File: src/lkc_pkg.sv
// ----------------------------------------------------------------------------
// lkc_pkg: shared types and codes for the LRU key cache
// Transaction payloads, result status codes and the per-cell command group.
// ----------------------------------------------------------------------------
package lkc_pkg;

  localparam int unsigned KeyW  = 64;
  localparam int unsigned SlotW = 7;

  localparam logic FuncLookup = 1'b0;
  localparam logic FuncFlush  = 1'b1;

  typedef enum logic [2:0] {
    ST_HIT    = 3'd0,
    ST_INSERT = 3'd1,
    ST_EVICT  = 3'd2,
    ST_FAIL   = 3'd3,
    ST_FLUSH  = 3'd4
  } status_e;

  typedef struct packed {
    logic            func;
    logic [KeyW-1:0] key;
    logic            create_ok;
  } in_t;

  typedef struct packed {
    logic [2:0]       status;
    logic [SlotW-1:0] slot;
    logic [KeyW-1:0]  evicted_key;
  } out_t;

  typedef struct packed {
    logic capture;
    logic flush;
    logic touch;
    logic insert;
    logic evict;
  } cell_cmd_t;

endpackage

File: src/lkc_cell.sv
// ----------------------------------------------------------------------------
// lkc_cell: one cache entry
// Holds valid, key and recency rank; compares the probe key, flags the oldest
// entry and passes the first-free-slot carry to its neighbor.
// ----------------------------------------------------------------------------
module lkc_cell #(
  parameter int unsigned CAPACITY = 128,
  parameter int unsigned KEY_BITS = 64
) (
  input  logic                          clk_i,
  input  logic                          rst_ni,
  input  lkc_pkg::cell_cmd_t            cmd_i,
  input  logic [KEY_BITS-1:0]           key_i,
  input  logic [$clog2(CAPACITY)-1:0]   hit_rank_i,
  input  logic                          taken_i,
  output logic                          taken_o,
  output logic                          valid_o,
  output logic                          hit_o,
  output logic                          victim_o,
  output logic                          free_o,
  output logic [KEY_BITS-1:0]           key_o,
  output logic [$clog2(CAPACITY)-1:0]   rank_o
);

  localparam int unsigned RankW = $clog2(CAPACITY);
  localparam logic [RankW-1:0] LastRank = RankW'(CAPACITY - 1);

  logic             valid_q;
  logic             hit_q;
  logic             victim_q;
  logic [KEY_BITS-1:0] key_q;
  logic [RankW-1:0] rank_q;
  logic             free_sel;

  assign free_sel = !valid_q && !taken_i;
  assign taken_o  = taken_i || !valid_q;

  always_ff @(posedge clk_i or negedge rst_ni) begin
    if (!rst_ni) begin
      valid_q  <= 1'b0;
      hit_q    <= 1'b0;
      victim_q <= 1'b0;
    end else begin
      if (cmd_i.capture) begin
        hit_q    <= valid_q && (key_q == key_i);
        victim_q <= valid_q && (rank_q == LastRank);
      end
      if (cmd_i.flush) begin
        valid_q <= 1'b0;
      end else if (cmd_i.insert && free_sel) begin
        valid_q <= 1'b1;
      end
    end
  end

  always_ff @(posedge clk_i) begin
    if (cmd_i.touch) begin
      if (hit_q) begin
        rank_q <= '0;
      end else if (valid_q && (rank_q < hit_rank_i)) begin
        rank_q <= rank_q + RankW'(1);
      end
    end else if (cmd_i.insert) begin
      if (free_sel) begin
        key_q  <= key_i;
        rank_q <= '0;
      end else if (valid_q) begin
        rank_q <= rank_q + RankW'(1);
      end
    end else if (cmd_i.evict) begin
      if (victim_q) begin
        key_q  <= key_i;
        rank_q <= '0;
      end else if (valid_q) begin
        rank_q <= rank_q + RankW'(1);
      end
    end
  end

  assign valid_o  = valid_q;
  assign hit_o    = hit_q;
  assign victim_o = victim_q;
  assign free_o   = free_sel;
  assign key_o    = key_q;
  assign rank_o   = rank_q;

endmodule

File: config.mk
export PLATFORM = sky130hd
export DESIGN_NAME = lkc_cell
export DESIGN_NICKNAME = d
export VERILOG_FILES = /design/src/lkc_pkg.sv /design/src/lkc_cell.sv
export SDC_FILE = /design/constraint.sdc
export NUM_CORES = 1
export LEC_CHECK = 0
export ABC_CLOCK_PERIOD_IN_PS = 8300
export BUFFER_PORTS_ARGS = -buffer_cell sky130_fd_sc_hd__buf_2
export CAP_MARGIN = 20
export CORE_MARGIN = 5
export CORE_UTILIZATION = 51
export CTS_CLUSTER_SIZE = 10
export DETAILED_ROUTE_END_ITERATION = 8
export GPL_ROUTABILITY_DRIVEN = 0
export GPL_TIMING_DRIVEN = 0
export HOLD_SLACK_MARGIN = 0.12
export PLACE_DENSITY_LB_ADDON = 0.1
export SLEW_MARGIN = 30
export SYNTH_ARGS = -nofsm -noshare
export SYNTH_HDL_FRONTEND = slang
export SYNTH_SLANG_ARGS = --single-unit
File: constraint.sdc
create_clock -name clk_i -period 8.3 [get_ports clk_i]
set_clock_uncertainty 0.2 [all_clocks]
set_input_delay 1.66 -clock clk_i [delete_from_list [all_inputs] [get_ports clk_i]]
set_output_delay 1.66 -clock clk_i [all_outputs]
set_load 0.02 [all_outputs]
==> results.py, run 1 <==
metrics = {
    "outcome": {
        "outcome": "finished clean",
    },
    "drt": {
        "detail-route-antenna-nets": 0,
        "via_per_inst": 5.18,
        "firstDrtPassIters": 4,
        "drc": 0,
        "detail_route.wl_per_cell_um": 16.4,
        "drt-initial-drc-count": 115,
        "via_count": 2547,
        "wirelength_mm": 8.06,
    },
    "pwr": {
        "power.density_mw_per_mm2": 175,
        "p_leak_uw": 0.00188,
        "ir_worst_vdd_mv": 0.126,
    },
    "synthesis": {
        "synth_area_leader_cell": "edfxtp_1",
        "yosysWarnings": 0,
        "synth_nets": 329,
        "synth_cell_type_count": 44,
        "ys_ff_latch": 74,
        "netlist_instances": 243,
        "ys.flop_type": "edfxtp_1",
        "synth.avg_cell_area_um2": 14.1,
        "syn_area_mm2": 0.00343,
        "synth_area_leaders": "edfxtp_1 62%, xnor2_1 11%, ha_1 2.6%",
        "yosysTopAreaCellShare": 0.621,
        "synth-edff-count": 71,
        "async_flop_share": 0.0405,
        "seq_area_frac_synth": 0.643,
    },
    "finish": {
        "fin_nets": 497,
        "drive_gt1_frac": 0.434,
        "fin_util": 0.703,
        "antenna_cells": 0,
        "final_cell_mix": "154 x buf_2, 71 x edfxtp_1, 43 x xnor2_1",
        "area_delta_synth_final_pct": 32.3,
        "layout_commonest_cell": "buf_2",
    },
    "clocking": {
        "cts.hold.buffers_added": 0,
        "cts_resized": 0,
        "cts_root_buffer": "clkbuf_8",
        "cts_buffers": 9,
        "clock_sinks": 74,
        "tritoncts": "built",
        "clk_pin_slew_ps": 70,
        "clk_path_buf_depth": 2,
        "cts_max_level": 3,
        "clock_latency_ps": 340,
        "postCtsSetupBuffers": 0,
    },
    "worst_setup_path": {
        "crit_path_start": "taken_i",
        "critPathLaunchType": "input port",
        "reg2reg_depth": 5,
        "reg2reg_from": "rank_o[1]",
        "endpoint_kind": "output port",
        "crit_required_ps": 6440,
        "reg2reg_to": "rank_o[4]",
        "r2r_setup_slack_ps": 5790,
        "crit_arrival_ps": 2050,
        "path_max_fanout": 3,
        "critPathKind": "in2out",
    },
    "global_routing": {
        "antenna_found_initial": 0,
        "grt_max_degree": 22,
        "grt_pass1_vias": 2689,
        "grt-ovfl-total": 0,
        "grt_pass1_wl_mm": 12.8,
        "grtUsageTotal": 0.194,
    },
    "die": {
        "die_h_um": 92.0,
        "dieArea_mm2": 0.00847,
        "start_util": 0.531,
        "io_pins": 155,
        "die_w_um": 92.0,
        "rows": 29,
        "coreArea_mm2": 0.00646,
    },
    "min_path": {
        "holdPathStages": 2,
        "holdPathEnd": "victim_o",
        "hp-start": "victim_o",
        "min_path_type": "reg2reg",
    },
    "sta": {
        "hold_viol": 0,
        "rsz0062_at_grt": "no",
        "drv_slew": 0,
        "fin_ws_ps": 4390,
        "period_share": 0.471,
        "hold_ws_ps": 369,
        "final.setup.tns_ps": 0,
        "fmax_mhz": 256,
        "tightest_slew_ps": 773,
        "setup_viol": 0,
        "finalCriticalPeriod_ps": 3910,
        "slew_headroom": 0.482,
    },
    "placement": {
        "dp_slack_ps": 4400,
        "port_buffers": 154,
        "dp_hpwl_mm": 6.47,
    },
    "run": {
        "maxCapViolations": 0,
    },
}
## cells by family after synthesis
| family | share of synthesized area |
|---|---|
| AO/OA/AOI/OAI | 0.0704 |
| XOR/XNOR | 0.128 |
| adder cells (fa/ha/maj) | 0.0255 |
| buffers and inverters | 0.0262 |
| flip-flops | 0.643 |
| multiplexers | 0.00328 |
| AND/OR/NAND/NOR | 0.104 |
## area by class of cell
cell class | instances | area, um^2
tap | 77 | 96.3
clock buffer | 11 | 131
multi-input combinational | 146 | 1140
timing repair buffer | 157 | 853
sequential | 74 | 2210
buffer | 1 | 7.51
inverter | 22 | 82.6
fill | 509 | 1920
clock inverter | 4 | 20.0
## per-layer routing
metal / global-route usage / share of wire
met4: 0.0483 / 0.010
met5: 0 / 0
met1: 0.231 / 0.40
met2: 0.327 / 0.49
met3: 0.0818 / 0.096
## per-stage QoR
stage | std cells | cell area, um^2 | total power, uW
after floorplan | 243 | 3430 | 518
after global placement | 474 | 4300 | 568
after detailed placement | 477 | 4390 | 574
after CTS | 492 | 4540 | 802
after global routing | 492 | 4540 | 835
final | 492 | 4540 | 793
## report_power, final
| group | total, uW | internal, uW | switching (uW) | leakage (uW) |
|---|---|---|---|---|
| registers | 442 | 429 | 13.4 | 0.000696 |
| logic | 123 | 55.5 | 67.4 | 0.00111 |
| clock network | 227 | 105 | 123 | 0.0000743 |
| total | 793 | 589 | 204 | 0.00188 |
## registers in the layout, summed over array words and instances, names as in the netlist
signal    count
victim_o      1
valid_o       1
rank_o        7
key_o        64
hit_o         1
## critical path: stages
cell,delay [ps]
buf_2,120
inv_1,70
nand2_1,50
buf_2,150
## worst max-delay path by stage
stage                to  slack (ps)
6_report        taken_o        4390
5_1_grt         taken_o        4360
4_1_cts         taken_o        4400
3_5_place_dp    taken_o        4400
3_3_place_gp   key_o[4]        1670
2_1_floorplan  key_o[0]        2990
## cells in the mapped netlist, drive strengths merged, types with 4 or more instances
library cell / count
a21oi: 6
nand4: 11
nand2b: 5
nor4: 5
nor2: 9
nor2b: 5
inv: 21
xor2: 7
nand2: 5
nand3: 4
ha: 7
nor3: 4
xnor2: 43
edfxtp: 71
Note: power is estimated with default switching activity, not from simulation.
==> inputs of run 2 (changes only) <==
--- a/config.mk
+++ b/config.mk
@@ -5,11 +5,11 @@
 export SDC_FILE = /design/constraint.sdc
 export NUM_CORES = 1
 export LEC_CHECK = 0
-export ABC_CLOCK_PERIOD_IN_PS = 8300
+export ABC_CLOCK_PERIOD_IN_PS = 3200
 export BUFFER_PORTS_ARGS = -buffer_cell sky130_fd_sc_hd__buf_2
 export CAP_MARGIN = 20
 export CORE_MARGIN = 5
-export CORE_UTILIZATION = 51
+export CORE_UTILIZATION = 42
 export CTS_CLUSTER_SIZE = 10
 export DETAILED_ROUTE_END_ITERATION = 8
 export GPL_ROUTABILITY_DRIVEN = 0
==> constraint.sdc (replaced) <==
create_clock -name clk_i -period 3.2 [get_ports clk_i]
set_clock_uncertainty 0.2 [all_clocks]
set_input_delay 0.64 -clock clk_i [delete_from_list [all_inputs] [get_ports clk_i]]
set_output_delay 0.64 -clock clk_i [all_outputs]
set_load 0.02 [all_outputs]
==> run 2 against run 1 <==
  * Register-to-register slack worse by 5100 ps
  * Worst setup slack lost 3700 ps
  * Hold slack lost 110 ps
  * Sequential power rose to 2.6 times the previous value
  * Wire length rose by 1.0%
  * Final area rose by 1.6%
  * Utilization down 13 points
  * Global-route usage is 2.8 points lower
  * Critical path depth up 1
  * Via count shrank 1.5%
  * Critical endpoint is now rank_o[6]
  * Highest routed layer unchanged
==> results.py, run 2 (synthesized netlist as in run 1, its figures left out) <==
metrics = {
    "global_routing": {
        "grt-ovfl-total": 0,
        "grt_pass1_vias": 2613,
        "grt_pass1_wl_mm": 13.0,
        "grtUsageTotal": 0.166,
        "grt_max_degree": 25,
        "antenna_found_initial": 0,
    },
    "worst_setup_path": {
        "reg2reg_from": "rank_o[1]",
        "critPathKind": "reg2reg",
        "endpoint_kind": "register",
        "crit_required_ps": 2970,
        "path_max_fanout": 7,
        "crit_arrival_ps": 2290,
        "reg2reg_to": "rank_o[6]",
        "reg2reg_depth": 5,
        "r2r_setup_slack_ps": 680,
        "critPathLaunchType": "register",
    },
    "clocking": {
        "clk_path_buf_depth": 2,
        "cts_root_buffer": "clkbuf_8",
        "cts_max_level": 3,
        "cts_resized": 0,
        "clock_sinks": 74,
        "cts_buffers": 9,
        "clk_pin_slew_ps": 80,
        "clock_latency_ps": 340,
        "tritoncts": "built",
    },
    "finish": {
        "area_delta_synth_final_pct": 34.4,
        "drive_gt1_frac": 0.434,
        "largest_reg_flops": 64,
        "fin_nets": 498,
        "final_cell_mix": "154 x buf_2, 71 x edfxtp_1, 43 x xnor2_1",
        "antenna_cells": 0,
        "layout_commonest_cell": "buf_2",
        "fin_util": 0.570,
    },
    "sta": {
        "final.setup.tns_ps": 0,
        "fin_ws_ps": 677,
        "slew_headroom": 0.487,
        "rsz0062_at_grt": "no",
        "fmax_mhz": 396,
        "period_share": 0.788,
        "drv_slew": 0,
        "setup_viol": 0,
        "hold_viol": 0,
        "tightest_slew_ps": 765,
        "finalCriticalPeriod_ps": 2520,
    },
    "min_path": {
        "holdPathEnd": "valid_o",
        "min_path_type": "in2reg",
        "holdPathStages": 2,
        "hp-start": "cmd_i[3]",
    },
    "drt": {
        "wirelength_mm": 8.14,
        "detail_route.wl_per_cell_um": 15.6,
        "firstDrtPassIters": 4,
        "drc": 0,
        "via_count": 2508,
        "via_per_inst": 4.80,
        "drt-initial-drc-count": 73,
        "detail-route-antenna-nets": 0,
    },
    "placement": {
        "port_buffers": 154,
        "dp_slack_ps": 367,
        "dp_hpwl_mm": 6.56,
    },
    "outcome": {
        "outcome": "finished clean",
    },
    "die": {
        "coreArea_mm2": 0.00809,
        "start_util": 0.424,
        "rows": 33,
        "io_pins": 155,
        "die_w_um": 100,
        "die_h_um": 100,
        "dieArea_mm2": 0.0101,
    },
    "run": {
        "maxCapViolations": 0,
    },
    "pwr": {
        "power.density_mw_per_mm2": 466,
        "ir_worst_vdd_mv": 0.282,
        "p_leak_uw": 0.00190,
    },
}
==> run 2: cell types whose count changed in the layout (fill, tap and decap cells not counted) <==
cell / previous run / this run
bufinv_16: 0 / 1
clkinv_1: 3 / 1
clkinvlp_4: 1 / 0
dlygate4sd3_1: 0 / 1
clkinv_2: 1 / 2
clkbuf_1: 2 / 4
==> run 2: per-layer routing <==
layer / wire [um] / GRT usage / up-vias
li1: - / - / 1250
met1: 3440 / 0.208 / 1155
met2: 3880 / 0.269 / 93
met3: 691 / 0.0486 / 10
met4: 125 / 0.0674 / 0
met5: 0 / 0 / -
==> run 2: final cells by class <==
| class | count | area [um^2] |
|---|---|---|
| fillers | 731 | 3480 |
| plain buffers | 1 | 7.51 |
| clock buffers | 13 | 139 |
| flip-flops and latches | 74 | 2210 |
| well taps | 105 | 131 |
| inverters | 22 | 82.6 |
| clock inverters | 3 | 40.0 |
| repair buffers | 158 | 863 |
| multi-input cells | 146 | 1140 |
==> run 2: worst max-delay path by stage <==
stage	from	end	slack, ps	depth (start not counted)
final	rank_o[1]	rank_o[6]	680	5
after global routing	rank_o[1]	rank_o[2]	490	5
after CTS	rank_o[1]	rank_o[6]	620	5
after detailed placement	hit_rank_i[1]	rank_o[2]	370	7
after global placement	taken_i	key_o[63]	50	4
after floorplan	valid_o	key_o[0]	660	4
==> run 2: report_power, final <==
part	internal, uW	switching [uW]	total [uW]	leakage, uW
clock	360	324	684	0.0000914
combinational	145	174	319	0.00111
sequential	1110	34.8	1150	0.000696
total	1620	533	2150	0.00190
==> run 2: worst max-delay path, stage by stage (launching register included) <==
cell      delay [ps]
edfxtp_1         460
ha_1             310
a21o_1           160
a21o_1           170
a211o_1          290
a31oi_1          560
==> run 2: metrics by stage <==
step	total power (uW)	cell area, um^2	cells	hold slack [ps]
4_1_cts	2180	4610	522	242
3_3_place_gp	1470	4340	502	244
3_5_place_dp	1490	4420	505	246
5_1_grt	2260	4610	522	244
6_report	2150	4610	522	260
2_1_floorplan	1340	3440	243	144
==> run 2: timing repair <==
item                                   4_1_cts  5_1_grt
hold buffers                                 1        0
endpoints found under the hold margin        3        0
setup buffers                                0        0
